## src/position_delta_packet_encoder_top_assert.svh

```systemverilog
// Assertion macros of the position delta packet encoder RTL.
// Depends on nothing; included by the top level, the one file that carries assertions.
`ifndef POSITION_DELTA_PACKET_ENCODER_TOP_ASSERT_SVH
`define POSITION_DELTA_PACKET_ENCODER_TOP_ASSERT_SVH

// Same-cycle implication, switched off while reset is held.
`define PDPE_ASSERT_IMP(label, clk, rst_n, ante, cons) \
    label: assert property (@(posedge clk) disable iff (!rst_n) (ante) |-> (cons)) \
        else $error("pdpe: same-cycle check failed");

// Next-cycle implication, switched off while reset is held.
`define PDPE_ASSERT_NXT(label, clk, rst_n, ante, cons) \
    label: assert property (@(posedge clk) disable iff (!rst_n) (ante) |=> (cons)) \
        else $error("pdpe: next-cycle check failed");

`endif

```

## src/pdpe_pkg.sv

```systemverilog
// Types, constants and helpers of the position delta packet encoder.
// Depends on nothing; imported by pdpe_predict, pdpe_select and the top level.
package pdpe_pkg;

    // Width of a position difference: 32-bit minus 32-bit minus prediction.
    localparam int D_W = 34;

    // Configuration port.
    localparam int CFG_IDX_W  = 1;
    localparam int CFG_DATA_W = 16;
    localparam logic [CFG_IDX_W-1:0] REG_KEY_INTERVAL = 1'b0;
    localparam logic [CFG_IDX_W-1:0] REG_OUT_CAPACITY = 1'b1;
    localparam logic [15:0] KEY_INTERVAL_RST = 16'd30;
    localparam logic [4:0]  OUT_CAPACITY_RST = 5'd16;

    // Frame time handling: nominal frame and the range that gives factors 128..512.
    localparam logic [15:0] T_NOMINAL = 16'd16660;
    localparam logic [15:0] T_LOW     = 16'd8330;
    localparam logic [15:0] T_HIGH    = 16'd33320;

    // floor(t * 64 / 4165) by reciprocal: q = (t * F_RECIP) >> F_SHIFT, then one correction.
    localparam logic [20:0] F_RECIP   = 21'd1031204;
    localparam int          F_SHIFT   = 26;
    localparam logic [12:0] F_DIVISOR = 13'd4165;

    // floor(n / 10) for n below 2^19 by reciprocal.
    localparam logic [18:0] Q10_RECIP  = 19'd419431;
    localparam int          Q10_SHIFT  = 22;
    localparam logic [4:0]  ROUND_HALF = 5'd5;

    // Velocity and mode thresholds.
    localparam logic [23:0] VEL_SLOW_LIMIT = 24'd100;
    localparam logic [14:0] VEL_SQ_LIMIT   = 15'd10000;
    localparam logic [4:0]  ZTHR_SLOW      = 5'd20;
    localparam logic [4:0]  ZTHR_FAST      = 5'd5;
    localparam logic [D_W-1:0] D8_LIMIT    = 34'd1270;
    localparam logic [D_W-1:0] D16_LIMIT   = 34'd327670;

    // Packet modes as carried in flags bits 1:0.
    typedef enum logic [1:0] {
        MODE_KEY  = 2'd0,
        MODE_D16  = 2'd1,
        MODE_D8   = 2'd2,
        MODE_ZERO = 2'd3
    } t_mode;

    // Plain and predicted differences leaving the prediction stages.
    typedef struct packed {
        logic signed [D_W-1:0] dx;
        logic signed [D_W-1:0] dy;
        logic signed [D_W-1:0] pdx;
        logic signed [D_W-1:0] pdy;
        logic                  vslow;
    } t_pred_bus;

    // Mode decision and quantised magnitudes leaving the selection stages.
    typedef struct packed {
        t_mode       mode;
        logic        pred;
        logic        key;
        logic [14:0] qx;
        logic [14:0] qy;
        logic        negx;
        logic        negy;
    } t_sel_bus;

    // Total packet length in bytes for each mode.
    function automatic logic [4:0] f_mode_len(input t_mode m);
        logic [4:0] len;
        case (m)
            MODE_KEY:  len = 5'd16;
            MODE_D16:  len = 5'd12;
            MODE_D8:   len = 5'd10;
            MODE_ZERO: len = 5'd8;
            default:   len = 5'd16;
        endcase
        return len;
    endfunction

endpackage

```

## src/pdpe_predict.sv

```systemverilog
// Velocity factor, dead-reckoning prediction and plain/predicted differences.
// Six register stages; depends on pdpe_pkg.
module pdpe_predict (
    input  logic                i_clk,
    input  logic                i_en,
    input  logic signed [31:0]  i_pos_x,
    input  logic signed [31:0]  i_pos_y,
    input  logic signed [31:0]  i_last_x,
    input  logic signed [31:0]  i_last_y,
    input  logic signed [23:0]  i_vel_x,
    input  logic signed [23:0]  i_vel_y,
    input  logic [19:0]         i_frame_time_us,
    output pdpe_pkg::t_pred_bus o_bus
);
    import pdpe_pkg::*;

    // Stage 1: differences, clamped frame time, small-velocity test.
    logic signed [32:0] r1_dx, r1_dy;
    logic signed [23:0] r1_vx, r1_vy;
    logic [15:0]        r1_tc;
    logic [6:0]         r1_avx, r1_avy;
    logic               r1_vlo;
    logic [15:0]        n1_tc;
    logic [23:0]        n1_avx, n1_avy;

    always_comb begin
        if (i_frame_time_us <= 20'd1) begin
            n1_tc = T_NOMINAL;
        end else if (i_frame_time_us < {4'b0, T_LOW}) begin
            n1_tc = T_LOW;
        end else if (i_frame_time_us > {4'b0, T_HIGH}) begin
            n1_tc = T_HIGH;
        end else begin
            n1_tc = i_frame_time_us[15:0];
        end
        n1_avx = i_vel_x[23] ? 24'(-i_vel_x) : 24'(i_vel_x);
        n1_avy = i_vel_y[23] ? 24'(-i_vel_y) : 24'(i_vel_y);
    end

    always_ff @(posedge i_clk) begin
        if (i_en) begin
            r1_dx  <= 33'(i_pos_x) - 33'(i_last_x);
            r1_dy  <= 33'(i_pos_y) - 33'(i_last_y);
            r1_vx  <= i_vel_x;
            r1_vy  <= i_vel_y;
            r1_tc  <= n1_tc;
            r1_avx <= n1_avx[6:0];
            r1_avy <= n1_avy[6:0];
            r1_vlo <= (n1_avx < VEL_SLOW_LIMIT) && (n1_avy < VEL_SLOW_LIMIT);
        end
    end

    // Stage 2: first estimate of the factor, squared velocity compare.
    logic signed [32:0] r2_dx, r2_dy;
    logic signed [23:0] r2_vx, r2_vy;
    logic [15:0]        r2_tc;
    logic [9:0]         r2_q;
    logic               r2_vslow;
    logic [36:0]        n2_prod;
    logic [13:0]        n2_sqx, n2_sqy;
    logic [14:0]        n2_sqsum;

    always_comb begin
        n2_prod  = r1_tc * F_RECIP;
        n2_sqx   = r1_avx * r1_avx;
        n2_sqy   = r1_avy * r1_avy;
        n2_sqsum = {1'b0, n2_sqx} + {1'b0, n2_sqy};
    end

    always_ff @(posedge i_clk) begin
        if (i_en) begin
            r2_dx    <= r1_dx;
            r2_dy    <= r1_dy;
            r2_vx    <= r1_vx;
            r2_vy    <= r1_vy;
            r2_tc    <= r1_tc;
            r2_q     <= n2_prod[F_SHIFT +: 10];
            r2_vslow <= r1_vlo && (n2_sqsum < VEL_SQ_LIMIT);
        end
    end

    // Stage 3: the estimate is at most one low; correct it from the remainder.
    logic signed [32:0] r3_dx, r3_dy;
    logic signed [23:0] r3_vx, r3_vy;
    logic [9:0]         r3_f;
    logic               r3_vslow;
    logic [22:0]        n3_back;
    logic [21:0]        n3_rem;

    always_comb begin
        n3_back = r2_q * F_DIVISOR;
        n3_rem  = {r2_tc, 6'b0} - n3_back[21:0];
    end

    always_ff @(posedge i_clk) begin
        if (i_en) begin
            r3_dx    <= r2_dx;
            r3_dy    <= r2_dy;
            r3_vx    <= r2_vx;
            r3_vy    <= r2_vy;
            r3_f     <= r2_q + 10'(n3_rem >= {9'b0, F_DIVISOR});
            r3_vslow <= r2_vslow;
        end
    end

    // Stage 4: velocity times the Q8 factor.
    logic signed [32:0] r4_dx, r4_dy;
    logic signed [34:0] r4_px, r4_py;
    logic               r4_vslow;
    logic signed [10:0] n4_f;

    assign n4_f = $signed({1'b0, r3_f});

    always_ff @(posedge i_clk) begin
        if (i_en) begin
            r4_dx    <= r3_dx;
            r4_dy    <= r3_dy;
            r4_px    <= r3_vx * n4_f;
            r4_py    <= r3_vy * n4_f;
            r4_vslow <= r3_vslow;
        end
    end

    // Stage 5: drop the eight fraction bits, rounding half away from zero.
    logic signed [32:0] r5_dx, r5_dy;
    logic signed [25:0] r5_svx, r5_svy;
    logic               r5_vslow;
    logic [34:0]        n5_apx, n5_apy, n5_rx, n5_ry;
    logic signed [25:0] n5_mx, n5_my;

    always_comb begin
        n5_apx = r4_px[34] ? 35'(-r4_px) : 35'(r4_px);
        n5_apy = r4_py[34] ? 35'(-r4_py) : 35'(r4_py);
        n5_rx  = (n5_apx + 35'd128) >> 8;
        n5_ry  = (n5_apy + 35'd128) >> 8;
        n5_mx  = $signed({1'b0, n5_rx[24:0]});
        n5_my  = $signed({1'b0, n5_ry[24:0]});
    end

    always_ff @(posedge i_clk) begin
        if (i_en) begin
            r5_dx    <= r4_dx;
            r5_dy    <= r4_dy;
            r5_svx   <= r4_px[34] ? -n5_mx : n5_mx;
            r5_svy   <= r4_py[34] ? -n5_my : n5_my;
            r5_vslow <= r4_vslow;
        end
    end

    // Stage 6: plain differences and the residual error left after the prediction.
    t_pred_bus r6_bus;

    always_ff @(posedge i_clk) begin
        if (i_en) begin
            r6_bus.dx    <= D_W'(r5_dx);
            r6_bus.dy    <= D_W'(r5_dy);
            r6_bus.pdx   <= D_W'(r5_dx) - D_W'(r5_svx);
            r6_bus.pdy   <= D_W'(r5_dy) - D_W'(r5_svy);
            r6_bus.vslow <= r5_vslow;
        end
    end

    assign o_bus = r6_bus;

endmodule

```

## config.mk

```make
export PLATFORM = sky130hd
export DESIGN_NAME = pdpe_predict
export DESIGN_NICKNAME = d
export VERILOG_FILES = /design/src/position_delta_packet_encoder_top_assert.svh /design/src/pdpe_pkg.sv /design/src/pdpe_predict.sv
export SDC_FILE = /design/constraint.sdc
export NUM_CORES = 2
export LEC_CHECK = 0
export ABC_CLOCK_PERIOD_IN_PS = 6300
export BUFFER_PORTS_ARGS = -buffer_cell sky130_fd_sc_hd__buf_2
export CAP_MARGIN = 0
export CORE_MARGIN = 4
export CORE_UTILIZATION = 45
export DETAILED_ROUTE_END_ITERATION = 7
export GPL_ROUTABILITY_DRIVEN = 0
export PLACE_DENSITY = 0.73
export SYNTH_ARGS = -nofsm -noshare
export SYNTH_HDL_FRONTEND = slang
export SYNTH_SLANG_ARGS = --single-unit
```

## constraint.sdc

```tcl
create_clock -name i_clk -period 6.3 [get_ports i_clk]
set_input_delay 0.945 -clock i_clk [delete_from_list [all_inputs] [get_ports i_clk]]
set_output_delay 0.945 -clock i_clk [all_outputs]
set_load 0.005 [all_outputs]
```

==> results_dict.tcl <==
set metrics [dict create \
    max_freq_mhz 162.3 \
    grt_max_degree 169 \
    groute.usage.overall 0.1788 \
    report.final.slew_viol_count 0 \
    relSlewSlack 0.3382 \
    num_vias 40980 \
    cp_max_fo 4 \
    async_flop_share 0 \
    die_area_mm2 0.1443 \
    grt_pass1_vias 41910 \
    drive_gt1_frac 0.1229 \
    synth.avg_cell_area_um2 11.25 \
    setup_slack_ns 0.1390 \
    start_util 0.4526 \
    cts_buffers 88 \
    area_delta_synth_final_pct 12.50 \
    portBuffers 334 \
    rsz0062_at_grt "true" \
    insertion_delay_ns 0.70 \
    route.detailed.drc 0 \
    worst-setup-path-type "register to register" \
    synthFlopType "edfxtp_1" \
    drt-total-wl_mm 130.6 \
    cp.required_ns 6.81 \
    nets 7242 \
    ys_ff_latch 798 \
    cts_tree "built" \
    pre_cts_ws_ns -0.08615 \
    synth_cell_types 103 \
    min_period_ns 6.161 \
    yosysTopAreaCellShare 0.3851 \
    hold_violations 0 \
    synthTopCellsByArea "edfxtp_1, fa_1, ha_1" \
    yosys.area.top_type "edfxtp_1" \
    core_area_mm2 0.1375 \
    finalSetupTns_ns 0 \
    die_x_um 379.9 \
    slowest_delay_ns 0.56 \
    hold-worst-slack_ns 0.3832 \
    ant_nets 0 \
    io-pin-count 335 \
    antenna_found_initial 8 \
    period_share 0.9779 \
    clk_pin_slew_worst_paths_ns 0.06 \
    grt_pass1_wl_mm 213.9 \
    timing.max_cap.violations 0 \
    viasPerCell 5.249 \
    die_y_um 379.9 \
    htreeDepth 3 \
    clock_sinks 798 \
    hp-class "register to register" \
    overflow 0 \
    finalSetupViolations 0 \
    ctsHoldBuffers 0 \
    crit_path_top_delay_cell "fa_2" \
    layout_commonest_cell "inv_1" \
    crit_path_start_kind "register" \
    fp-row-count 136 \
    fin_skew_ns 0.05994 \
    tightestPinTransition_ns 0.9772 \
    status "finished, final reports clean" \
    cts_root_buf "clkbuf_16" \
    cpMostUsedCell "fa_1" \
    drt_first_pass_iters 6 \
    drtIter0Drc 2629 \
    synth-seq-area-share 0.3851 \
    nFillCells 11940 \
    synthCells 5530 \
    synth_edf_count 798 \
    synth_area_mm2 0.06223 \
    syn-num-nets 6836 \
    critPathCaptureType "register" \
    final_cell_mix "inv_1, edfxtp_1, fa_1, ha_1, nand2_1" \
    synth_warnings 0 \
    critPathArrivalTime_ns 6.67 \
    hpwl_mm 101.3 \
    routedWlPerCell_um 16.73 \
    max-clock-path-buffers 3 \
    cp_cell_sequence "buf_6 -> buf_6 -> and2_1 -> fa_1 -> fa_1 -> inv_1 -> fa_1 -> fa_1 -> inv_1 -> fa_2 -> ha_1 -> and3_1 -> a221oi_2 -> o21ai_2 -> a21o_1 -> o221a_2 -> a41o_1 -> or4_4 -> a2111o_1 -> o211ai_1" \
]
==> synth_stat cells, drive strengths merged, types with 19 or more instances <==
library cell / count
ha: 521
a211oi: 26
nor4: 31
inv: 888
fa: 587
xnor2: 263
buf: 19
nand4: 33
o21bai: 24
a21o: 87
nand2b: 50
clkbuf: 137
a21oi: 208
nand2: 424
or3: 51
o21a: 34
and3: 25
and2: 316
o31ai: 31
a31oi: 34
nand3: 76
nor3: 82
o211ai: 21
edfxtp: 798
nor2: 184
xor2: 98
o41ai: 20
nor2b: 42
o21ai: 151
==> critical path: cells and delay by family (launching register included) <==
family	cells	cell delay [ns]
fa+ha+maj	6	2.75
compound gates	7	1.56
simple gates	3	0.82
flops	1	0.47
buf+inv	4	0.38
==> metrics by stage <==
step,instances,util,cell area [µm²]
global placement,7615,0.4836,66490
global route,7803,0.5091,70000
floorplan,5530,-,62240
finish,7806,0.5092,70010
detailed placement,7615,0.4836,66490
CTS,7777,0.5044,69350
==> area by class of cell <==
class	instances	area [µm²]	area share
Antenna cell	6	15.01	0.0002145
Clock buffer	101	2272	0.03246
Clock inverter	59	526.8	0.007524
Inverter	888	3333	0.04761
Multi-Input combinational cell	3688	34710	0.4957
Sequential cell	798	23960	0.3423
Tap cell	1794	2245	0.03206
Timing Repair Buffer	472	2948	0.04211
==> worst paths after layout <==
kind                           start                  end  slack, ns  cells after the start
setup / recovery   r3_f[6]$_DFFE_PP_  r4_px[34]$_DFFE_PP_       0.14                     20
hold reg to reg   r2_vx[3]$_DFFE_PP_   r3_vx[3]$_DFFE_PP_       0.38                      0
setup reg to reg   r3_f[6]$_DFFE_PP_  r4_px[34]$_DFFE_PP_       0.14                     20
hold / removal    r2_vx[3]$_DFFE_PP_   r3_vx[3]$_DFFE_PP_       0.38                      0
==> metal layers <==
layer | GRT usage | wire, µm | vias up
met1 | 0.2510 | 59320 | 20020
met3 | 0.03173 | 7897 | 188
li1 | - | - | 19580
met4 | 0.04403 | 2866 | 2
met2 | 0.2893 | 60490 | 1186
met5 | 0 | 13 | -
==> registers in the layout (all words and copies together), names as in the netlist, 26 cells and up <==
| register | count |
|---|---|
| r2_dx | 33 |
| r5_svy | 26 |
| r4_dy | 33 |
| r4_px | 34 |
| r5_dx | 33 |
| r4_dx | 33 |
| r1_dy | 33 |
| r4_py | 34 |
| r3_dy | 33 |
| r5_svx | 26 |
| o_bus | 135 |
| r3_dx | 33 |
| r1_dx | 33 |
| r5_dy | 33 |
| r2_dy | 33 |
==> repair_timing <==
action                                  4_1_cts  5_1_grt
endpoints found under the setup margin        4       19
pin swaps                                     0       83
setup buffers                                 1       19
gates cloned                                  1        4
resized for setup                             6       95
==> kinds of logic after synthesis <==
family	Yosys count	share of synthesized area
simple gates	1394	0.1163
fa+ha+maj	1109	0.2938
mux	20	0.003358
flops	798	0.3851
xor+xnor	361	0.05111
buf+inv	1044	0.06332
compound gates	804	0.08704
Power is not shown: default switching activity piles up to over one toggle a cycle in this logic, so the estimate is an artifact.
