===== src/position_delta_packet_encoder_top_assert.svh =====
// Assertion macros of the position delta packet encoder RTL.
// Depends on nothing; included by the top level, the one file that carries assertions.
`ifndef POSITION_DELTA_PACKET_ENCODER_TOP_ASSERT_SVH
`define POSITION_DELTA_PACKET_ENCODER_TOP_ASSERT_SVH

// Same-cycle implication, switched off while reset is held.
`define PDPE_ASSERT_IMP(label, clk, rst_n, ante, cons) \
    label: assert property (@(posedge clk) disable iff (!rst_n) (ante) |-> (cons)) \
        else $error("pdpe: same-cycle check failed");

// Next-cycle implication, switched off while reset is held.
`define PDPE_ASSERT_NXT(label, clk, rst_n, ante, cons) \
    label: assert property (@(posedge clk) disable iff (!rst_n) (ante) |=> (cons)) \
        else $error("pdpe: next-cycle check failed");

`endif


===== src/pdpe_key_div.sv =====
// Pipelined remainder of the sequence number by the keyframe interval.
// Four stages of four restoring division steps each; no package needed.
module pdpe_key_div (
    input  logic        i_clk,
    input  logic        i_en,
    input  logic [15:0] i_seq,
    input  logic        i_force,
    input  logic [15:0] i_interval,
    output logic        o_key
);
    localparam int STAGES = 4;
    localparam int STEP_BITS = 4;
    localparam int SEQ_W = 16;

    logic [SEQ_W-1:0] r_rem   [STAGES];
    logic [SEQ_W-1:0] r_seq   [STAGES];
    logic             r_force [STAGES];
    logic [SEQ_W-1:0] n_rem   [STAGES];

    // Four restoring steps: shift in the next dividend bit, subtract when it fits.
    function automatic logic [SEQ_W-1:0] f_div_step(
        input logic [SEQ_W-1:0]     rem,
        input logic [STEP_BITS-1:0] bits,
        input logic [SEQ_W-1:0]     div
    );
        logic [SEQ_W:0]   acc;
        logic [SEQ_W-1:0] r;
        r = rem;
        for (int i = STEP_BITS - 1; i >= 0; i--) begin
            acc = {r, bits[i]};
            if (acc >= {1'b0, div}) begin
                acc = acc - {1'b0, div};
            end
            r = acc[SEQ_W-1:0];
        end
        return r;
    endfunction

    // Each stage takes the next four bits of the sequence number, high bits first.
    always_comb begin
        n_rem[0] = f_div_step('0, i_seq[SEQ_W-1 -: STEP_BITS], i_interval);
        for (int s = 1; s < STAGES; s++) begin
            n_rem[s] = f_div_step(r_rem[s-1], r_seq[s-1][SEQ_W-1-STEP_BITS*s -: STEP_BITS],
                                  i_interval);
        end
    end

    always_ff @(posedge i_clk) begin
        if (i_en) begin
            r_rem[0]   <= n_rem[0];
            r_seq[0]   <= i_seq;
            r_force[0] <= i_force;
            for (int s = 1; s < STAGES; s++) begin
                r_rem[s]   <= n_rem[s];
                r_seq[s]   <= r_seq[s-1];
                r_force[s] <= r_force[s-1];
            end
        end
    end

    // An interval of zero never forces a keyframe by sequence number.
    assign o_key = r_force[STAGES-1] || (i_interval != '0 && r_rem[STAGES-1] == '0);

endmodule


===== config.mk =====
export PLATFORM = sky130hd
export DESIGN_NAME = pdpe_key_div
export DESIGN_NICKNAME = d
export VERILOG_FILES = /design/src/position_delta_packet_encoder_top_assert.svh /design/src/pdpe_key_div.sv
export SDC_FILE = /design/constraint.sdc
export NUM_CORES = 1
export LEC_CHECK = 0
export ABC_AREA = 1
export BUFFER_PORTS_ARGS = -buffer_cell sky130_fd_sc_hd__buf_4
export CAP_MARGIN = 20
export CORE_MARGIN = 2
export CORE_UTILIZATION = 50
export DETAILED_ROUTE_END_ITERATION = 12
export PLACE_DENSITY = 0.66
export SLEW_MARGIN = 40
export SYNTH_ARGS = -nofsm -noshare
export SYNTH_HDL_FRONTEND = slang
export SYNTH_SLANG_ARGS = --single-unit

===== constraint.sdc =====
create_clock -name i_clk -period 21.9 [get_ports i_clk]
set_input_delay 2.19 -clock i_clk [delete_from_list [all_inputs] [get_ports i_clk]]
set_output_delay 2.19 -clock i_clk [all_outputs]
set_load 0.05 [all_outputs]

==> impl_results.md, run 1 <==
* Synth top area share at about a fifth
* Pre-antenna DRT Iters at 5
* Routed Antenna Nets at 0
* Hold crit path type: reg -> reg
* Main combinational cell family by area after synthesis: simple AND/OR/NAND/NOR gates
* Post-Syn Instances at 2733
* Mapped cell area at roughly 0.018 mm^2
* GRT overflow at 0
* Critical-path top delay cell: inv_1
* Final min period at between 10 and 15 ns
* Hold_sp: r_seq[0][6]$_DFFE_PP_
* Worst slack, placed at 10.47 ns
* CP most frequent cell: nand2_1
* Area share of xor/xnor cells in the synthesized design at a little under a tenth
* Max incr delay on CP at 0.62 ns
* Routed len/inst at approximately 17 um
* Top cells by count, synth: nand2_1, inv_1, ha_1, a21oi_1, nand3_1
* Clk slew on worst S/H paths at about 0.090 ns
* Fin Clk Skew at ~0.023 ns
* DR vias at approximately 18000
* Compound-Gate Fraction of Synth Area at 14.30%
* Final-report hold violation count at 0
* CTS Buf Count at 9
* Layout area overhead at 5.677%
* Synth top area cells: nand2_1, ha_1, edfxtp_1, inv_1, a21oi_1
* Total Routing Usage GR at between 20 and 30%
* RSZ-0062 raised after global routing: false
* Initial antenna violation count at 1
* Ys async rst share at 0%
* Die ar. at between 0.03 and 0.04 mm^2
* Max-cap violations at 0
* # resized after CTS at 0
* Ports at 36
* # Post-CTS Setup Buffers at 0
* RePlAce Congestion at approximately 0.98
* Cell with the most instances after synthesis: nand2_1
* Yosys reg bits at around 90
* Post-synthesis area per instance at 6.500 um^2
* DRC Markers at 0
* Inst Count DP at ~3200
* CORE AREA at ~0.035 mm^2
* Largest delay share family, worst path: simple AND/OR/NAND/NOR gates
* Root buffer cell: clkbuf_16
* Layout Nets at about 3100
* Critical path capture point: r_rem[2][14]$_DFFE_PP_
* Crit. path cell count at between 40 and 50
* Period utilisation layout at 49.62%
* Post-synth EDFFs at between 90 and 100
* IO buf count at 35
* Worst-Margin Slew at just over 0.8 ns
* WP data required at approximately 22 ns
* Fmax at 92.01 MHz
* Max FO, Critical Path at 19
* Multiplexer share of the synthesized area at 0%
* Clk sinks at slightly above 90
* Synth Area in Adders at a little under a fifth
* Crit path from: i_interval[1]
* Status: finished clean
* Vias in the first global route at roughly 17000
* CP Launch Type: input pin
* Post-Synth Simple-Gate Area at roughly a third
* Die Y at around 190 um
* Data arrival, critical path at between 10 and 15 ns
* Yosys top cell by area: nand2_1
* Yosys warns at 0
* DP Wirelength at 41890 um
* Primary FF master, synth: edfxtp_1
* CP Buf/Inv Count at 7
* First-pass GRT wire length at roughly 86000 um
* Slew margin rel. at 46.21%
* Diode count at 0
* Drt total wl at 54540 um
* Crit. End Element: flip-flop
* Critical path class: in -> reg
* Post-synthesis sequential area ratio at ~16%
* Post-detailed-route via-to-cell ratio at between 5 and 6
* Rows at 69
* RR Endpoint: r_rem[2][14]$_DFFE_PP_
* Die width at between 150 and 200 um
* FF-to-FF path depth at 43
* Pin count of the biggest net entering global routing at 71
* Yosys cell types at 55
* Final worst setup slack at 11.03 ns
* Setup TNS at 0 ns
* Non-filler cells, final at between 3000 and 4000
* CTS Hold Bufs at 0
* CTS tree: built
* R2r setup slk at ~13 ns
* 1st-iter DRT viols at between 1000 and 1500
* Reg2Reg Launch Point: r_rem[1][5]$_DFFE_PP_
* Fin. max-slew vios at 0
* Final setup fails at 0
* Syn Nets at 3025
* Layout cells sized above 1 at 6.541%
* Worst skew pair latency at approximately 0.39 ns
* Initial core utilization at 50.31%
* H-tree Lvls at 3
* Worst-case clock buffer depth at 2
-- final cells by class --
class | count | area (um^2)
fillers | 3509 | 16540
multi-input cells | 2277 | 13510
well taps | 461 | 576.8
flip-flops and latches | 92 | 2763
repair buffers | 53 | 405.4
clock inverters | 6 | 52.55
inverters | 329 | 1240
clock buffers | 10 | 229.0
-- through the flow --
stage | instance area, um^2 | util (%) | hold WS [ns]
floorplan | 17770 | - | 0.4003
detailed placement | 18470 | 52.31 | 0.4045
CTS | 18750 | 53.11 | 0.4245
finish | 18770 | 53.17 | 0.4254
global route | 18770 | 53.17 | 0.4379
global placement | 18460 | 52.29 | 0.4011
-- kinds of logic after synthesis --
group	Yosys count
fa+ha+maj	257
simple gates	1378
xor+xnor	183
compound gates	459
buf+inv	364
flops	92
-- placed cells by master (no fill, tap or decap), types with 10 or more instances in the layout --
master,Yosys,final
ha_1,242,242
nand3_2,14,14
edfxtp_1,92,92
inv_1,305,305
o21ai_0,127,127
o21ai_1,34,34
xor2_1,97,97
nand3_1,188,188
nor4_1,15,15
a21boi_0,10,10
xnor2_1,86,86
fa_1,15,15
a21oi_1,208,207
inv_2,21,21
nor3_1,15,15
nor2_1,139,139
a31oi_1,17,17
buf_4,6,51
nand2_1,904,904
nand4_1,29,29
a21o_1,15,15
nand2_2,21,21
-- worst register-to-register path, delay by kind of cell (launching register included) --
family,cells,cell delay [ns]
AND/OR/NAND/NOR,24,3.10
AO/OA/AOI/OAI,11,2.60
adder cells (fa/ha/maj),4,1.46
buffers and inverters,4,0.84
flip-flops,1,0.43
-- state kept, by name, indices dropped and copies added (netlist names) --
signal   cells
r_rem       64
r_force      4
r_seq       24
-- how the worst min path moves through the flow --
stage	slack (ns)	cells past startpoint	end
3_5_place_dp	0.40	0	r_seq[2][3]$_DFFE_PP_
4_1_cts	0.42	0	r_seq[1][6]$_DFFE_PP_
5_1_grt	0.44	0	r_seq[2][3]$_DFFE_PP_
6_report	0.43	0	r_seq[1][6]$_DFFE_PP_
2_1_floorplan	0.40	0	r_force[1]$_DFFE_PP_
3_3_place_gp	0.40	0	r_seq[2][3]$_DFFE_PP_
-- metal layers --
| metal | global-route usage, % | part of all wire (%) | up-vias |
|---|---|---|---|
| li1 | - | - | 9167 |
| met5 | 0 | 0.022 | - |
| met4 | 14.45 | 4.7 | 2 |
| met1 | 38.28 | 45 | 8178 |
| met2 | 48.71 | 45 | 555 |
| met3 | 3.528 | 5.3 | 136 |
Power of run 1 is left out: the tool's default activity adds up to more than one toggle a clock period on the data nets, which glitch-free logic cannot reach.
==> run 2, diff against run 1 <==
- ABC_AREA: 1 -> 0
- clock period: 21.9 -> 10.2 ns (I/O delays scaled with it)
==> impl_results.md, run 2 <==
* Status: finished clean
* Hold crit path type: reg -> reg
* Synth top area share at 17.51% (-1.6 points)
* Yosys warns at 0 (unchanged)
* Die ar. at 0.03609 mm^2 (-2.6%)
* Final setup fails at 0 (unchanged)
* RePlAce Congestion at 1.019 (+4.2%)
* Cell with the most instances after synthesis: ha_1
* Crit. End Element: flip-flop
* Critical path class: in -> reg
* Post-synthesis area per instance at 8.501 um^2 (+31%)
* Root buffer cell: clkbuf_16
* Top reg by flops: r_rem
* Drt total wl at 59800 um (+9.6%)
* Inst Count DP at 2823 (-12%)
* CTS Hold Bufs at 0 (unchanged)
* Hold Crit Depth at 0 (unchanged)
* Clk slew on worst S/H paths at 0.08 ns (about the same)
* DR vias at 17740 (-1.7%)
* Fmax at 100.8 MHz
* Yosys top cell by area: ha_1
* Yosys reg bits at 92 (unchanged)
* Layout cells sized above 1 at 29.70% (+23 points)
* Data arrival, critical path at 10.06 ns (-1.06 ns)
* Pre-antenna DRT Iters at 6 (+1)
* Layout Utilization at 64.76% (+12 points)
* FF-to-FF path depth at 43 (unchanged)
* CP most frequent cell: buf_4
* Ys async rst share at 0% (unchanged)
* Pin count of the biggest net entering global routing at 68 (-4.2%)
* RR Endpoint: r_rem[2][8]$_DFFE_PP_
* Crit path from: i_interval[1]
* Initial core utilization at 50.43% (+0.12 points)
* First-pass GRT wire length at 91400 um (+6.5%)
* Mapped cell area at 0.01729 mm^2 (-2.7%)
* Clk sinks at 92 (unchanged)
* Most common cell after layout, fill and taps aside: buf_4
* Vias in the first global route at 17220 (+2.8%)
* DRC Markers at 0 (unchanged)
* Die Y at 190.0 um (-1.3%)
* Initial antenna violation count at 1 (unchanged)
* Rows at 68 (-1.4%)
* R2r setup slk at 0.75 ns (-12.59 ns)
* Final hold slack at 0.4223 ns (-0.003068 ns)
* Post-synthesis sequential area ratio at 15.98% (+0.43 points)
* Ports at 36 (unchanged)
* Worst-Margin Slew at 0.6868 ns (-0.1193 ns)
* CTS Buf Count at 9 (unchanged)
* CORE AREA at 0.03429 mm^2 (-2.9%)
* Critical-path top delay cell: o41ai_4
* Syn Nets at 2326 (-23%)
* Total Routing Usage GR at 32.33% (+2.8 points)
* Max reg flops at 64 (unchanged)
* Regs by FF count: r_rem (64), r_seq (24), r_force (4)
* 1st-iter DRT viols at 1433 (+4.9%)
* WP data required at 10.33 ns (-11.82 ns)
* CTS tree: built
* CP Launch Type: input pin
* Final min period at roughly 9.9 ns
* Commonest non-fill, non-tap cells in the layout: buf_4, ha_1, a21oi_1
* Worst-case clock buffer depth at 2 (unchanged)
* Critical path capture point: r_rem[2][8]$_DFFE_PP_
* Layout Nets at 2711 (-11%)
* Routed Antenna Nets at 0 (unchanged)
* Reg2Reg Launch Point: r_rem[1][0]$_DFFE_PP_
* Top cells by count, synth: ha_1, a21oi_1, nor2_1, inv_1, xnor2_1
* Routed len/inst at 20.77 um (+23%)
* Final-report hold violation count at 0 (unchanged)
* Worst skew pair latency at 0.38 ns (about the same)
* Post-Syn Instances at 2034 (-26%)
* Primary FF master, synth: edfxtp_1
* Die width at 190.0 um (-1.3%)
* Diode count at 0 (unchanged)
* Slew margin rel. at 54.22% (+8.0 points)
* Max FO, Critical Path at 9 (-10)
* Non-filler cells, final at 2879 (-11%)
* Post-synth EDFFs at 92 (unchanged)
* Yosys cell types at 100 (+82%)
* Synth top area cells: ha_1, edfxtp_1, xnor2_1, mux2_2, a21oi_1
* Layout area overhead at 28.42%
* Post-detailed-route via-to-cell ratio at 6.160 (+10%)
* DP Wirelength at 47930 um (+14%)
* Fin. max-slew vios at 0 (unchanged)
* Period utilisation layout at a little over nine tenths
* IO buf count at 35 (unchanged)
* H-tree Lvls at 3 (unchanged)
* Max-cap violations at 0 (unchanged)
* Max incr delay on CP at 0.36 ns (-0.26 ns)
* Fin Clk Skew at 0.01103 ns (-0.01237 ns)
* GRT overflow at 0 (unchanged)
## run 2: changes by cell type after synthesis, sizes merged, moves of 41 or more
cell | previous run | this run
mux2 | 0 | 104
nand2 | 934 | 104
mux2i | 0 | 45
o21ai | 166 | 106
xor2 | 97 | 53
nor2b | 0 | 41
inv | 328 | 141
a21o | 15 | 77
nand3 | 206 | 53
## run 2: worst min-delay path by stage
stage                     slack [ns]                  start                     to
after floorplan                 0.40   r_force[0]$_DFFE_PP_   r_force[1]$_DFFE_PP_
after global placement          0.40   r_force[2]$_DFFE_PP_   r_force[3]$_DFFE_PP_
after detailed placement        0.40  r_seq[0][6]$_DFFE_PP_  r_seq[1][6]$_DFFE_PP_
after CTS                       0.42  r_seq[0][6]$_DFFE_PP_  r_seq[1][6]$_DFFE_PP_
after global routing            0.43  r_seq[0][6]$_DFFE_PP_  r_seq[1][6]$_DFFE_PP_
final                           0.42  r_seq[0][6]$_DFFE_PP_  r_seq[1][6]$_DFFE_PP_
## run 2: metrics by stage
step / cell area (um^2) / setup WS [ns] / setup TNS [ns]
2_1_floorplan: 17890 / 0.0008686 / 0
3_3_place_gp: 21070 / -0.4891 / -7.404
3_5_place_dp: 21070 / -0.5335 / -9.163
4_1_cts: 21380 / 0.005907 / 0
5_1_grt: 22210 / -0.04619 / -0.6289
6_report: 22210 / 0.2746 / 0
## run 2: final cells by class
class	count	area [um^2]
Multi-Input combinational cell	1766	14740
Fill cell	2912	12080
Timing Repair Buffer	409	3288
Sequential cell	92	2763
Tap cell	455	569.3
Inverter	141	548.0
Clock buffer	9	225.2
Clock inverter	7	68.82
## run 2: cells by family after synthesis
logic type / synth area share [%]
AO/OA/AOI/OAI: 25.72
AND/OR/NAND/NOR: 16.17
adder cells (fa/ha/maj): 19.25
buffers and inverters: 4.443
XOR/XNOR: 8.509
multiplexers: 9.928
flip-flops: 15.98
## run 2: per-layer routing
metal  GRT usage (%)  wire length [um]  up-vias
li1                -                 -     8522
met1           39.09             24590     8392
met2           55.36             28280      637
met3           4.261              3288      182
met4           18.19              3632        2
met5               0                14        -
## run 2: repair_timing
item | in CTS | in global routing
gates cloned | 0 | 5
buffers inserted | 2 | 33
setup endpoints to repair | 15 | 62
gates resized for setup | 2 | 103
hold endpoints to repair | 0 | 0
pin swaps | 1 | 49
## run 2: critical path, delay by kind of cell
kind | cells | cell delay, ns
compound gates | 22 | 4.43
simple gates | 10 | 1.74
buf+inv | 8 | 1.15
fa+ha+maj | 4 | 1.01
mux | 2 | 0.66
Power of run 2 is left out for the same reason.
