### config.mk
export PLATFORM = sky130hd
export DESIGN_NAME = pdpe_select
export DESIGN_NICKNAME = d
export VERILOG_FILES = /design/src/position_delta_packet_encoder_top_assert.svh /design/src/pdpe_pkg.sv /design/src/pdpe_select.sv
export SDC_FILE = /design/constraint.sdc
export NUM_CORES = 1
export LEC_CHECK = 0
export BUFFER_PORTS_ARGS = -buffer_cell sky130_fd_sc_hd__buf_2
export CORE_AREA = 3 3 264 266
export CTS_BUF_LIST = sky130_fd_sc_hd__clkbuf_4 sky130_fd_sc_hd__clkbuf_8
export CTS_CLUSTER_DIAMETER = 100
export DETAILED_ROUTE_END_ITERATION = 12
export DIE_AREA = 0 0 267 269
export MAX_ROUTING_LAYER = met4
export PLACE_DENSITY = 0.63
export SLEW_MARGIN = 10
export SYNTH_ARGS = -nofsm -noshare
export SYNTH_HDL_FRONTEND = slang
export SYNTH_SLANG_ARGS = --single-unit
### constraint.sdc
create_clock -name i_clk -period 8.8 [get_ports i_clk]
set_input_delay 0.44 -clock i_clk [delete_from_list [all_inputs] [get_ports i_clk]]
set_output_delay 0.44 -clock i_clk [all_outputs]
set_load 0.05 [all_outputs]
### src/position_delta_packet_encoder_top_assert.svh
// Assertion macros of the position delta packet encoder RTL.
// Depends on nothing; included by the top level, the one file that carries assertions.
`ifndef POSITION_DELTA_PACKET_ENCODER_TOP_ASSERT_SVH
`define POSITION_DELTA_PACKET_ENCODER_TOP_ASSERT_SVH

// Same-cycle implication, switched off while reset is held.
`define PDPE_ASSERT_IMP(label, clk, rst_n, ante, cons) \
    label: assert property (@(posedge clk) disable iff (!rst_n) (ante) |-> (cons)) \
        else $error("pdpe: same-cycle check failed");

// Next-cycle implication, switched off while reset is held.
`define PDPE_ASSERT_NXT(label, clk, rst_n, ante, cons) \
    label: assert property (@(posedge clk) disable iff (!rst_n) (ante) |=> (cons)) \
        else $error("pdpe: next-cycle check failed");

`endif

### src/pdpe_pkg.sv
// Types, constants and helpers of the position delta packet encoder.
// Depends on nothing; imported by pdpe_predict, pdpe_select and the top level.
package pdpe_pkg;

    // Width of a position difference: 32-bit minus 32-bit minus prediction.
    localparam int D_W = 34;

    // Configuration port.
    localparam int CFG_IDX_W  = 1;
    localparam int CFG_DATA_W = 16;
    localparam logic [CFG_IDX_W-1:0] REG_KEY_INTERVAL = 1'b0;
    localparam logic [CFG_IDX_W-1:0] REG_OUT_CAPACITY = 1'b1;
    localparam logic [15:0] KEY_INTERVAL_RST = 16'd30;
    localparam logic [4:0]  OUT_CAPACITY_RST = 5'd16;

    // Frame time handling: nominal frame and the range that gives factors 128..512.
    localparam logic [15:0] T_NOMINAL = 16'd16660;
    localparam logic [15:0] T_LOW     = 16'd8330;
    localparam logic [15:0] T_HIGH    = 16'd33320;

    // floor(t * 64 / 4165) by reciprocal: q = (t * F_RECIP) >> F_SHIFT, then one correction.
    localparam logic [20:0] F_RECIP   = 21'd1031204;
    localparam int          F_SHIFT   = 26;
    localparam logic [12:0] F_DIVISOR = 13'd4165;

    // floor(n / 10) for n below 2^19 by reciprocal.
    localparam logic [18:0] Q10_RECIP  = 19'd419431;
    localparam int          Q10_SHIFT  = 22;
    localparam logic [4:0]  ROUND_HALF = 5'd5;

    // Velocity and mode thresholds.
    localparam logic [23:0] VEL_SLOW_LIMIT = 24'd100;
    localparam logic [14:0] VEL_SQ_LIMIT   = 15'd10000;
    localparam logic [4:0]  ZTHR_SLOW      = 5'd20;
    localparam logic [4:0]  ZTHR_FAST      = 5'd5;
    localparam logic [D_W-1:0] D8_LIMIT    = 34'd1270;
    localparam logic [D_W-1:0] D16_LIMIT   = 34'd327670;

    // Packet modes as carried in flags bits 1:0.
    typedef enum logic [1:0] {
        MODE_KEY  = 2'd0,
        MODE_D16  = 2'd1,
        MODE_D8   = 2'd2,
        MODE_ZERO = 2'd3
    } t_mode;

    // Plain and predicted differences leaving the prediction stages.
    typedef struct packed {
        logic signed [D_W-1:0] dx;
        logic signed [D_W-1:0] dy;
        logic signed [D_W-1:0] pdx;
        logic signed [D_W-1:0] pdy;
        logic                  vslow;
    } t_pred_bus;

    // Mode decision and quantised magnitudes leaving the selection stages.
    typedef struct packed {
        t_mode       mode;
        logic        pred;
        logic        key;
        logic [14:0] qx;
        logic [14:0] qy;
        logic        negx;
        logic        negy;
    } t_sel_bus;

    // Total packet length in bytes for each mode.
    function automatic logic [4:0] f_mode_len(input t_mode m);
        logic [4:0] len;
        case (m)
            MODE_KEY:  len = 5'd16;
            MODE_D16:  len = 5'd12;
            MODE_D8:   len = 5'd10;
            MODE_ZERO: len = 5'd8;
            default:   len = 5'd16;
        endcase
        return len;
    endfunction

endpackage

### src/pdpe_select.sv
// Choice between plain and predicted difference, mode decision, quantisation.
// Four register stages; depends on pdpe_pkg.
module pdpe_select (
    input  logic                i_clk,
    input  logic                i_en,
    input  pdpe_pkg::t_pred_bus i_bus,
    input  logic                i_key,
    output pdpe_pkg::t_sel_bus  o_bus
);
    import pdpe_pkg::*;

    function automatic logic [D_W-1:0] f_abs(input logic signed [D_W-1:0] v);
        return v[D_W-1] ? D_W'(-v) : D_W'(v);
    endfunction

    // Stage 7: magnitudes and signs of all four differences.
    logic [D_W-1:0] r7_adx, r7_ady, r7_apx, r7_apy;
    logic           r7_ndx, r7_ndy, r7_npx, r7_npy;
    logic           r7_key, r7_vslow;

    always_ff @(posedge i_clk) begin
        if (i_en) begin
            r7_adx   <= f_abs(i_bus.dx);
            r7_ady   <= f_abs(i_bus.dy);
            r7_apx   <= f_abs(i_bus.pdx);
            r7_apy   <= f_abs(i_bus.pdy);
            r7_ndx   <= i_bus.dx[D_W-1];
            r7_ndy   <= i_bus.dy[D_W-1];
            r7_npx   <= i_bus.pdx[D_W-1];
            r7_npy   <= i_bus.pdy[D_W-1];
            r7_key   <= i_key;
            r7_vslow <= i_bus.vslow;
        end
    end

    // Stage 8: prediction wins only on a strictly smaller L1 error.
    logic [D_W-1:0] r8_ax, r8_ay;
    logic           r8_nx, r8_ny, r8_pred, r8_key, r8_vslow;
    logic [D_W:0]   n8_sum_d, n8_sum_p;
    logic           n8_pred;

    always_comb begin
        n8_sum_d = {1'b0, r7_adx} + {1'b0, r7_ady};
        n8_sum_p = {1'b0, r7_apx} + {1'b0, r7_apy};
        n8_pred  = n8_sum_p < n8_sum_d;
    end

    always_ff @(posedge i_clk) begin
        if (i_en) begin
            r8_ax    <= n8_pred ? r7_apx : r7_adx;
            r8_ay    <= n8_pred ? r7_apy : r7_ady;
            r8_nx    <= n8_pred ? r7_npx : r7_ndx;
            r8_ny    <= n8_pred ? r7_npy : r7_ndy;
            r8_pred  <= n8_pred;
            r8_key   <= r7_key;
            r8_vslow <= r7_vslow;
        end
    end

    // Stage 9: mode from the thresholds; add half a step before dividing by ten.
    t_mode          r9_mode;
    logic           r9_pred, r9_key, r9_nx, r9_ny;
    logic [19:0]    r9_sx, r9_sy;
    t_mode          n9_mode;
    logic [D_W-1:0] n9_zthr;

    always_comb begin
        n9_zthr = r8_vslow ? D_W'(ZTHR_SLOW) : D_W'(ZTHR_FAST);
        if (r8_key) begin
            n9_mode = MODE_KEY;
        end else if (r8_ax < n9_zthr && r8_ay < n9_zthr) begin
            n9_mode = MODE_ZERO;
        end else if (r8_ax < D8_LIMIT && r8_ay < D8_LIMIT) begin
            n9_mode = MODE_D8;
        end else if (r8_ax < D16_LIMIT && r8_ay < D16_LIMIT) begin
            n9_mode = MODE_D16;
        end else begin
            n9_mode = MODE_KEY;
        end
    end

    always_ff @(posedge i_clk) begin
        if (i_en) begin
            r9_mode <= n9_mode;
            r9_pred <= r8_pred;
            r9_key  <= r8_key;
            r9_nx   <= r8_nx;
            r9_ny   <= r8_ny;
            r9_sx   <= {1'b0, r8_ax[18:0]} + 20'(ROUND_HALF);
            r9_sy   <= {1'b0, r8_ay[18:0]} + 20'(ROUND_HALF);
        end
    end

    // Stage 10: divide by ten through the reciprocal. In the delta modes the
    // magnitude stays below the saturation limits, so no clamp is needed.
    t_sel_bus    r10_bus;
    logic [38:0] n10_px, n10_py;

    always_comb begin
        n10_px = r9_sx * Q10_RECIP;
        n10_py = r9_sy * Q10_RECIP;
    end

    always_ff @(posedge i_clk) begin
        if (i_en) begin
            r10_bus.mode <= r9_mode;
            r10_bus.pred <= r9_pred;
            r10_bus.key  <= r9_key;
            r10_bus.qx   <= n10_px[Q10_SHIFT +: 15];
            r10_bus.qy   <= n10_py[Q10_SHIFT +: 15];
            r10_bus.negx <= r9_nx;
            r10_bus.negy <= r9_ny;
        end
    end

    assign o_bus = r10_bus;

endmodule

==> results.cfg, run 1 <==
[outcome]
status = finished clean

[finish]
final_net_count = 3843
stdcell_area_um2 = 33300
layout_common_cells = inv_1 (513), ha_1 (422), edfxtp_1 (297)
synthToLayoutAreaGrowth_pct = 9.77
fillers = 6174
layout-drive-gt1-share_pct = 11.8
final_common_cell = inv_1

[timing]
period_minus_slack_ns = 6.68
max_freq_mhz = 150
slew_violations = 0
maxSlewHeadroom_pct = 32.7
hold_violations = 0
tightestPinTransition_ns = 1.01
setup_viol = 0
tns_ns = 0
min_period_over_period_pct = 75.9
rsz0062_at_grt = false
clock_skew_ns = 0.0344

[cts]
tritoncts = done
clock-sinks = 297
clk_path_buf_depth = 3
path_clk_slew_ns = 0.06
cts-buffers-inserted = 52
clk_latency_ns = 0.65
htreeDepth = 2
post_cts_buffers = 0
cts_root_buffer = clkbuf_8

[detailed_routing]
drtPass1Iterations = 5
vias = 20800
wirelength_mm = 75.3
routedWlPerCell_um = 19.2
antenna_left = 0
drc = 0
drt-initial-drc-count = 1191
viasPerCell = 5.29

[placement]
dpl-instance-area_um2 = 32200
io_buffers = 175
post-dp-hpwl_mm = 63.7
globalplace.congestion = 0.939

[die]
io_pins = 176
start_util_pct = 45.1
dieArea_um2 = 71800
rows = 95
die_w_um = 267
coreArea_um2 = 67300
dieHeight_um = 269

[setup_path]
crit_path_max_fanout = 5
cp-startpoint = r9_sy[15]$_DFFE_PP_
cp-start-kind = flop
cp.arrival_ns = 7.06
worst-setup-path-type = flop to flop
required_ns = 9.18
timing.rr.start = r9_sy[15]$_DFFE_PP_
endpoint_kind = flop

[yosys]
async_flop_share_pct = 0
avgSynthCellArea_um2 = 10.8
ys_seq_area_share_pct = 29.4
syn-num-nets = 3638
yosysUniqueCellTypes = 61
postSynthCellCount = 2806
synth_area_um2 = 30300
synthFlopType = edfxtp_1
synth_edf_count = 297
synth_seq_cells = 297
yosys_warnings = 0

[global_routing]
first_global_vias = 21500
grt_pass1_wl_mm = 118
met3_usage_pct = 2.88
grt_use_total_pct = 21.8
overflow = 0
antenna_found_initial = 1
grt_max_degree = 175
grt_use_met2_pct = 34.3
busiest_layer = met2
grt_util_met1_pct = 30.3

[hold_path]
hold_path_startpoint = i_bus[1]
min_path_type = input port to flop

[job]
cap_violations = 0
synth_stat cells (3+ instances only):
cell type | instances | area, um2
or4_1 | 13 | 97.6
a21o_1 | 89 | 668
o211ai_1 | 10 | 75.1
fa_1 | 270 | 5410
and2_1 | 21 | 131
o21bai_1 | 15 | 113
o41ai_1 | 20 | 175
o31a_1 | 4 | 35.0
nand2_1 | 112 | 420
and4_1 | 5 | 43.8
a21oi_1 | 105 | 526
nor4_1 | 20 | 125
edfxtp_1 | 297 | 8920
a21boi_0 | 3 | 22.5
o21a_1 | 11 | 82.6
nand2b_1 | 19 | 119
nor3_1 | 24 | 120
or3_1 | 21 | 131
inv_1 | 513 | 1930
a221oi_1 | 3 | 26.3
nand3_1 | 39 | 195
xor2_1 | 83 | 727
or3_4 | 4 | 45.0
a31o_2 | 3 | 26.3
o311ai_0 | 3 | 26.3
and3_1 | 23 | 144
clkbuf_1 | 31 | 116
mux2_2 | 68 | 766
nor2b_1 | 21 | 131
o21ai_0 | 108 | 541
a22oi_1 | 4 | 30.0
a41oi_1 | 4 | 35.0
a221o_1 | 4 | 40.0
xnor2_1 | 199 | 1740
a211oi_1 | 15 | 113
or2_2 | 13 | 81.3
o31ai_1 | 36 | 270
nand4_1 | 30 | 188
a31oi_1 | 18 | 113
ha_1 | 422 | 5280
nor2_1 | 77 | 289
flip-flops by register name, summed over array words and instances, names as in the netlist, 2 cells and up:
name / cells
r7_adx: 34
r9_sy: 20
r9_mode: 2
o_bus: 36
r7_apx: 34
r8_ax: 34
r8_ay: 34
r9_sx: 20
r7_ady: 34
r7_apy: 34
final timing paths:
kind              cells after the start                   to  slack, ns
setup reg to reg                     21  o_bus[13]$_DFFE_PP_       2.12
hold / removal                        1  r7_apy[0]$_DFFE_PP_       0.06
hold reg to reg                       0      r9_ny$_DFFE_PP_       0.42
setup / recovery                     21  o_bus[13]$_DFFE_PP_       2.12
per-layer routing:
layer	share of wire (%)	wire length, um	vias up
met5	0	0	-
met4	2.0	1500	0
met3	4.8	3640	95
met2	46	34600	494
met1	47	35600	10100
li1	-	-	10100
cell type report:
type | count | area (um2) | share of cell area [%]
Clock buffer | 63 | 798 | 2.40
Multi-Input combinational cell | 1964 | 19400 | 58.2
Antenna cell | 1 | 2.50 | 0.00752
Timing Repair Buffer | 183 | 966 | 2.90
Clock inverter | 32 | 206 | 0.621
Inverter | 513 | 1930 | 5.79
Tap cell | 873 | 1090 | 3.28
Sequential cell | 297 | 8920 | 26.8
critical path, cell delays in order (launching register included):
cell	delay [ns]
edfxtp_1	0.55
ha_1	0.43
fa_1	0.55
inv_1	0.05
fa_1	0.52
inv_1	0.06
fa_1	0.49
fa_1	0.50
inv_1	0.06
fa_1	0.56
inv_1	0.05
ha_1	0.32
and3_1	0.21
a41oi_1	0.12
o31ai_1	0.44
o41ai_1	0.13
buf_4	0.18
o21ai_0	0.44
a31oi_1	0.26
a21oi_1	0.27
a21oi_1	0.12
xnor2_1	0.13
through the flow:
step | hold slack (ns) | utilization (%) | std cells | worst slack [ns]
after floorplan | 0.400 | - | 2806 | 2.83
final | 0.0556 | 49.5 | 3926 | 2.12
after CTS | 0.00291 | 49.4 | 3925 | 2.16
after detailed placement | 0.407 | 47.9 | 3827 | 2.18
after global placement | 0.401 | 47.9 | 3827 | 2.30
after global routing | 0.0210 | 49.5 | 3926 | 1.72
what timing repair did:
action                                 in CTS  in global routing
resized for setup                           0                  0
setup endpoints to repair                   0                  0
endpoints found under the hold margin       3                  0
hold buffers                                3                  0
cell families after synthesis:
family	synth area share (%)
flip-flops	29.4
multiplexers	2.53
AO/OA/AOI/OAI	9.99
adder cells (fa/ha/maj)	35.3
XOR/XNOR	8.15
AND/OR/NAND/NOR	7.91
buffers and inverters	6.75
Power of run 1 is left out: the tool's default activity adds up to more than one toggle a clock period on the data nets, which glitch-free logic cannot reach.
==> inputs of run 2 (changes only) <==
--- a/config.mk
+++ b/config.mk
@@ -12,7 +12,7 @@
 export DETAILED_ROUTE_END_ITERATION = 12
 export DIE_AREA = 0 0 267 269
 export MAX_ROUTING_LAYER = met4
-export PLACE_DENSITY = 0.63
+export PLACE_DENSITY = 0.65
 export SLEW_MARGIN = 10
 export SYNTH_ARGS = -nofsm -noshare
 export SYNTH_HDL_FRONTEND = slang
==> constraint.sdc (replaced) <==
create_clock -name i_clk -period 5.6 [get_ports i_clk]
set_input_delay 0.28 -clock i_clk [delete_from_list [all_inputs] [get_ports i_clk]]
set_output_delay 0.28 -clock i_clk [all_outputs]
set_load 0.05 [all_outputs]
==> results.cfg, run 2 (synthesis gave the netlist of run 1 again) <==
[outcome]
status = finished with violations
failed_checks = setup timing

[die]
dieHeight_um = 269
coreArea_um2 = 67300
dieArea_um2 = 71800
io_pins = 176
start_util_pct = 45.1
rows = 95
die_w_um = 267

[global_routing]
grt_max_degree = 159
overflow = 0
grt_use_total_pct = 24.3
first_global_vias = 24400
grt_pass1_wl_mm = 132
antenna_found_initial = 2

[detailed_routing]
antenna_left = 0
vias = 22900
drc = 0
viasPerCell = 5.26
drt-initial-drc-count = 1312
routedWlPerCell_um = 19.3
wirelength_mm = 83.6
drtPass1Iterations = 5

[timing]
tightestPinTransition_ns = 0.878
fin_ws_ns = -0.490
tns_ns = -5.71
period_minus_slack_ns = 6.09
min_period_over_period_pct = 109
maxSlewHeadroom_pct = 41.4
rsz0062_at_grt = true
clock_skew_ns = 0.0269
max_freq_mhz = 164
slew_violations = 0
hold_violations = 0
setup_viol = 18
finalHoldWorstSlack_ns = 0.0342

[cts]
htreeDepth = 2
cts_root_buffer = clkbuf_8
clk_path_buf_depth = 3
tritoncts = done
clock-sinks = 297
cts-buffers-inserted = 55
path_clk_slew_ns = 0.06
clk_latency_ns = 0.66

[setup_path]
cp.arrival_ns = 6.62
endpoint_kind = flop
crit_path_max_fanout = 3
crit_buf_inv = 7
cp-start-kind = flop
crit_family = adder cells
reg2regPathDepth = 24
slowest_delay_ns = 0.53
timing.rr.start = r9_sx[9]$_DFFE_PP_
path_common_cell = fa_1
path_cells = ha_4 > fa_1 > inv_2 > fa_1 > inv_2 > fa_1 > inv_1 > fa_1 > fa_1 > inv_2 > ha_4 > nand4_1 > or3b_4 > nor4bb_4 > a31oi_4 > a21oi_2 > buf_6 > buf_4 > buf_6 > a21oi_4 > o211ai_1 > a21oi_2 > o21a_1 > nor2_1
required_ns = 6.13
slowest_stage = fa_1
reg2reg_to = o_bus[29]$_DFFE_PP_
worst-setup-path-type = flop to flop
rrSetupSlack_ns = -0.49

[placement]
dp.cells = 4058
post-dp-hpwl_mm = 68.0
io_buffers = 175
globalplace.congestion = 0.956

[hold_path]
whs_path_depth = 2
hold_end = r7_ady[25]$_DFFE_PP_
hold_path_startpoint = i_bus[94]
min_path_type = input port to flop

[finish]
final_common_cell = inv_1
layout_common_cells = inv_1 (482), ha_1 (369), edfxtp_1 (297)
fillers = 5764
fin_cells = 4342
layout-drive-gt1-share_pct = 23.0
largest_register_ffs = 36
synthToLayoutAreaGrowth_pct = 25.1
final_net_count = 4257

[job]
cap_violations = 0
run 2: worst max path at each step:
| stage | startpoint | endpoint | cells after the start |
|---|---|---|---|
| 4_1_cts | r9_sx[9]$_DFFE_PP_ | o_bus[30]$_DFFE_PP_ | 22 |
| 3_3_place_gp | r9_sx[10]$_DFFE_PP_ | o_bus[31]$_DFFE_PP_ | 21 |
| 3_5_place_dp | r9_sx[10]$_DFFE_PP_ | o_bus[31]$_DFFE_PP_ | 21 |
| 5_1_grt | r9_sx[10]$_DFFE_PP_ | o_bus[31]$_DFFE_PP_ | 22 |
| 6_report | r9_sx[9]$_DFFE_PP_ | o_bus[29]$_DFFE_PP_ | 24 |
| 2_1_floorplan | r9_sx[8]$_DFFE_PP_ | o_bus[31]$_DFFE_PP_ | 21 |
run 2: stage by stage:
step	utilization, %	area, um2	worst slack [ns]
finish	56.3	37900	-0.490
floorplan	-	30700	-0.0921
global route	56.3	37900	-0.672
CTS	55.6	37400	-0.397
global placement	51.1	34400	-0.442
detailed placement	51.1	34400	-0.603
run 2: cell type report:
| cell class | count | area [um2] | share of cell area [%] |
|---|---|---|---|
| Multi-Input combinational cell | 1964 | 20400 | 53.8 |
| Sequential cell | 297 | 8920 | 23.5 |
| Timing Repair Buffer | 594 | 4470 | 11.8 |
| Inverter | 513 | 1930 | 5.08 |
| Tap cell | 873 | 1090 | 2.88 |
| Clock buffer | 59 | 787 | 2.08 |
| Clock inverter | 39 | 319 | 0.842 |
| Antenna cell | 3 | 7.51 | 0.0198 |
run 2: layer usage:
metal | GRT usage [%] | vias to the layer above | share of wire [%]
met1 | 31.9 | 11100 | 44
met3 | 4.01 | 165 | 5.9
met5 | - | - | 0
li1 | - | 10900 | -
met4 | 7.34 | 0 | 3.1
met2 | 38.8 | 713 | 47
run 2: timing repair:
| item | CTS | global route |
|---|---|---|
| hold buffers | 130 | 0 |
| resized for setup | 71 | 72 |
| hold endpoints to repair | 133 | 0 |
| buffers inserted | 35 | 21 |
| pin swaps | 75 | 66 |
| endpoints found under the setup margin | 23 | 96 |
Power of run 2 is left out for the same reason.
==> inputs of run 3 (changes only) <==
--- a/config.mk
+++ b/config.mk
@@ -13,6 +13,7 @@
 export DIE_AREA = 0 0 267 269
 export MAX_ROUTING_LAYER = met4
 export PLACE_DENSITY = 0.65
+export SKIP_LAST_GASP = 1
 export SLEW_MARGIN = 10
 export SYNTH_ARGS = -nofsm -noshare
 export SYNTH_HDL_FRONTEND = slang
==> results.cfg, run 3 (synthesis gave the netlist of run 1 again) <==
[global_routing]
grt_pass1_wl_mm = 132
grt_max_degree = 159
grt_use_total_pct = 24.3
first_global_vias = 24400
overflow = 0
antenna_found_initial = 2

[timing]
clock_skew_ns = 0.0249
hold_violations = 0
slew_violations = 0
rsz0062_at_grt = true
fin_ws_ns = -0.416
setup_viol = 18
period_minus_slack_ns = 6.02
maxSlewHeadroom_pct = 41.2
max_freq_mhz = 166
tightestPinTransition_ns = 0.883
min_period_over_period_pct = 107

[outcome]
failed_checks = setup timing
status = finished with violations

[die]
io_pins = 176
rows = 95
coreArea_um2 = 67300
dieArea_um2 = 71800
die_w_um = 267
dieHeight_um = 269
start_util_pct = 45.1

[detailed_routing]
drtPass1Iterations = 6
routedWlPerCell_um = 19.3
drt-initial-drc-count = 1497
drc = 0
antenna_left = 0
wirelength_mm = 83.5
viasPerCell = 5.26
vias = 22800

[setup_path]
cp.arrival_ns = 6.43
cp-start-kind = flop
required_ns = 6.01
reg2regPathDepth = 22
timing.rr.start = r9_sx[8]$_DFFE_PP_
worst-setup-path-type = flop to flop
endpoint_kind = flop
crit_path_max_fanout = 3
reg2reg_to = o_bus[31]$_DFFE_PP_
rrSetupSlack_ns = -0.42

[job]
cap_violations = 0

[finish]
synthToLayoutAreaGrowth_pct = 24.7
layout_common_cells = inv_1 (483), ha_1 (373), edfxtp_1 (297)
seq_area_um2 = 8920
largest_register_ffs = 36
layout-drive-gt1-share_pct = 22.7
fillers = 5777
final_common_cell = inv_1
utilization_pct = 56.2
multi_input_area_um2 = 20300
final_net_count = 4251

[cts]
clk_latency_ns = 0.66
clock-sinks = 297
cts-buffers-inserted = 55
clk_path_buf_depth = 3
htreeDepth = 2
tritoncts = done
cts_root_buffer = clkbuf_8
path_clk_slew_ns = 0.06

[hold_path]
hold_path_startpoint = i_bus[94]
whs_path_depth = 2
hold_end = r7_ady[25]$_DFFE_PP_
min_path_type = input port to flop

[placement]
post-dp-hpwl_mm = 68.0
globalplace.congestion = 0.956
io_buffers = 175
## run 3: worst max-delay path, stage by stage (launching register included)
cell	delay, ns
edfxtp_1	0.50
ha_4	0.24
fa_1	0.55
inv_2	0.04
fa_1	0.55
inv_2	0.04
fa_1	0.47
inv_1	0.05
fa_1	0.46
fa_1	0.55
inv_2	0.05
ha_4	0.26
nand4_1	0.13
or3b_4	0.43
nor4bb_4	0.32
a31oi_4	0.07
a21oi_2	0.17
buf_6	0.15
o211ai_1	0.10
a211oi_2	0.32
nor2_2	0.06
o21bai_1	0.17
xnor2_1	0.08
## run 3: final cells by class
class                      instances  area share (%)
timing repair buffer             588            11.7
clock buffer                      59            2.08
multi-input combinational       1964            53.8
tap                              873            2.89
antenna                            3          0.0199
inverter                         513            5.09
clock inverter                    39           0.844
sequential                       297            23.6
## run 3: through the flow
step,worst slack (ns),cell area (um2),hold WS [ns],setup TNS [ns],std cells
detailed placement,-0.603,34400,0.405,-7.88,4058
global route,-0.655,37800,0.000499,-8.07,4335
global placement,-0.442,34400,0.401,-5.50,4058
floorplan,-0.0921,30700,0.379,-0.115,2806
finish,-0.416,37800,0.0392,-4.52,4336
CTS,-0.415,37400,0.000976,-3.94,4320
## run 3: repair_timing
action                     in CTS  in global routing
setup buffers                  35                 16
pin swaps                      67                 74
hold endpoints to repair      133                  0
gates resized for setup        68                 66
hold buffers                  130                  0
setup endpoints to repair      23                 96
## run 3: metal layers
| metal | up-vias | share of wire (%) | global-route usage (%) |
|---|---|---|---|
| li1 | 10900 | - | - |
| met1 | 11100 | 45 | 31.9 |
| met2 | 655 | 47 | 38.8 |
| met3 | 161 | 5.6 | 4.02 |
| met4 | 0 | 3.0 | 7.37 |
| met5 | - | 0 | - |
## run 3: worst max-delay path by stage
stage / depth (start not counted) / slack (ns) / to / startpoint
2_1_floorplan: 21 / -0.09 / o_bus[31]$_DFFE_PP_ / r9_sx[8]$_DFFE_PP_
3_3_place_gp: 21 / -0.44 / o_bus[31]$_DFFE_PP_ / r9_sx[10]$_DFFE_PP_
3_5_place_dp: 21 / -0.60 / o_bus[31]$_DFFE_PP_ / r9_sx[10]$_DFFE_PP_
4_1_cts: 22 / -0.42 / o_bus[31]$_DFFE_PP_ / r9_sx[9]$_DFFE_PP_
5_1_grt: 22 / -0.66 / o_bus[31]$_DFFE_PP_ / r9_sx[8]$_DFFE_PP_
6_report: 22 / -0.42 / o_bus[31]$_DFFE_PP_ / r9_sx[8]$_DFFE_PP_
Power of run 3 is left out for the same reason.
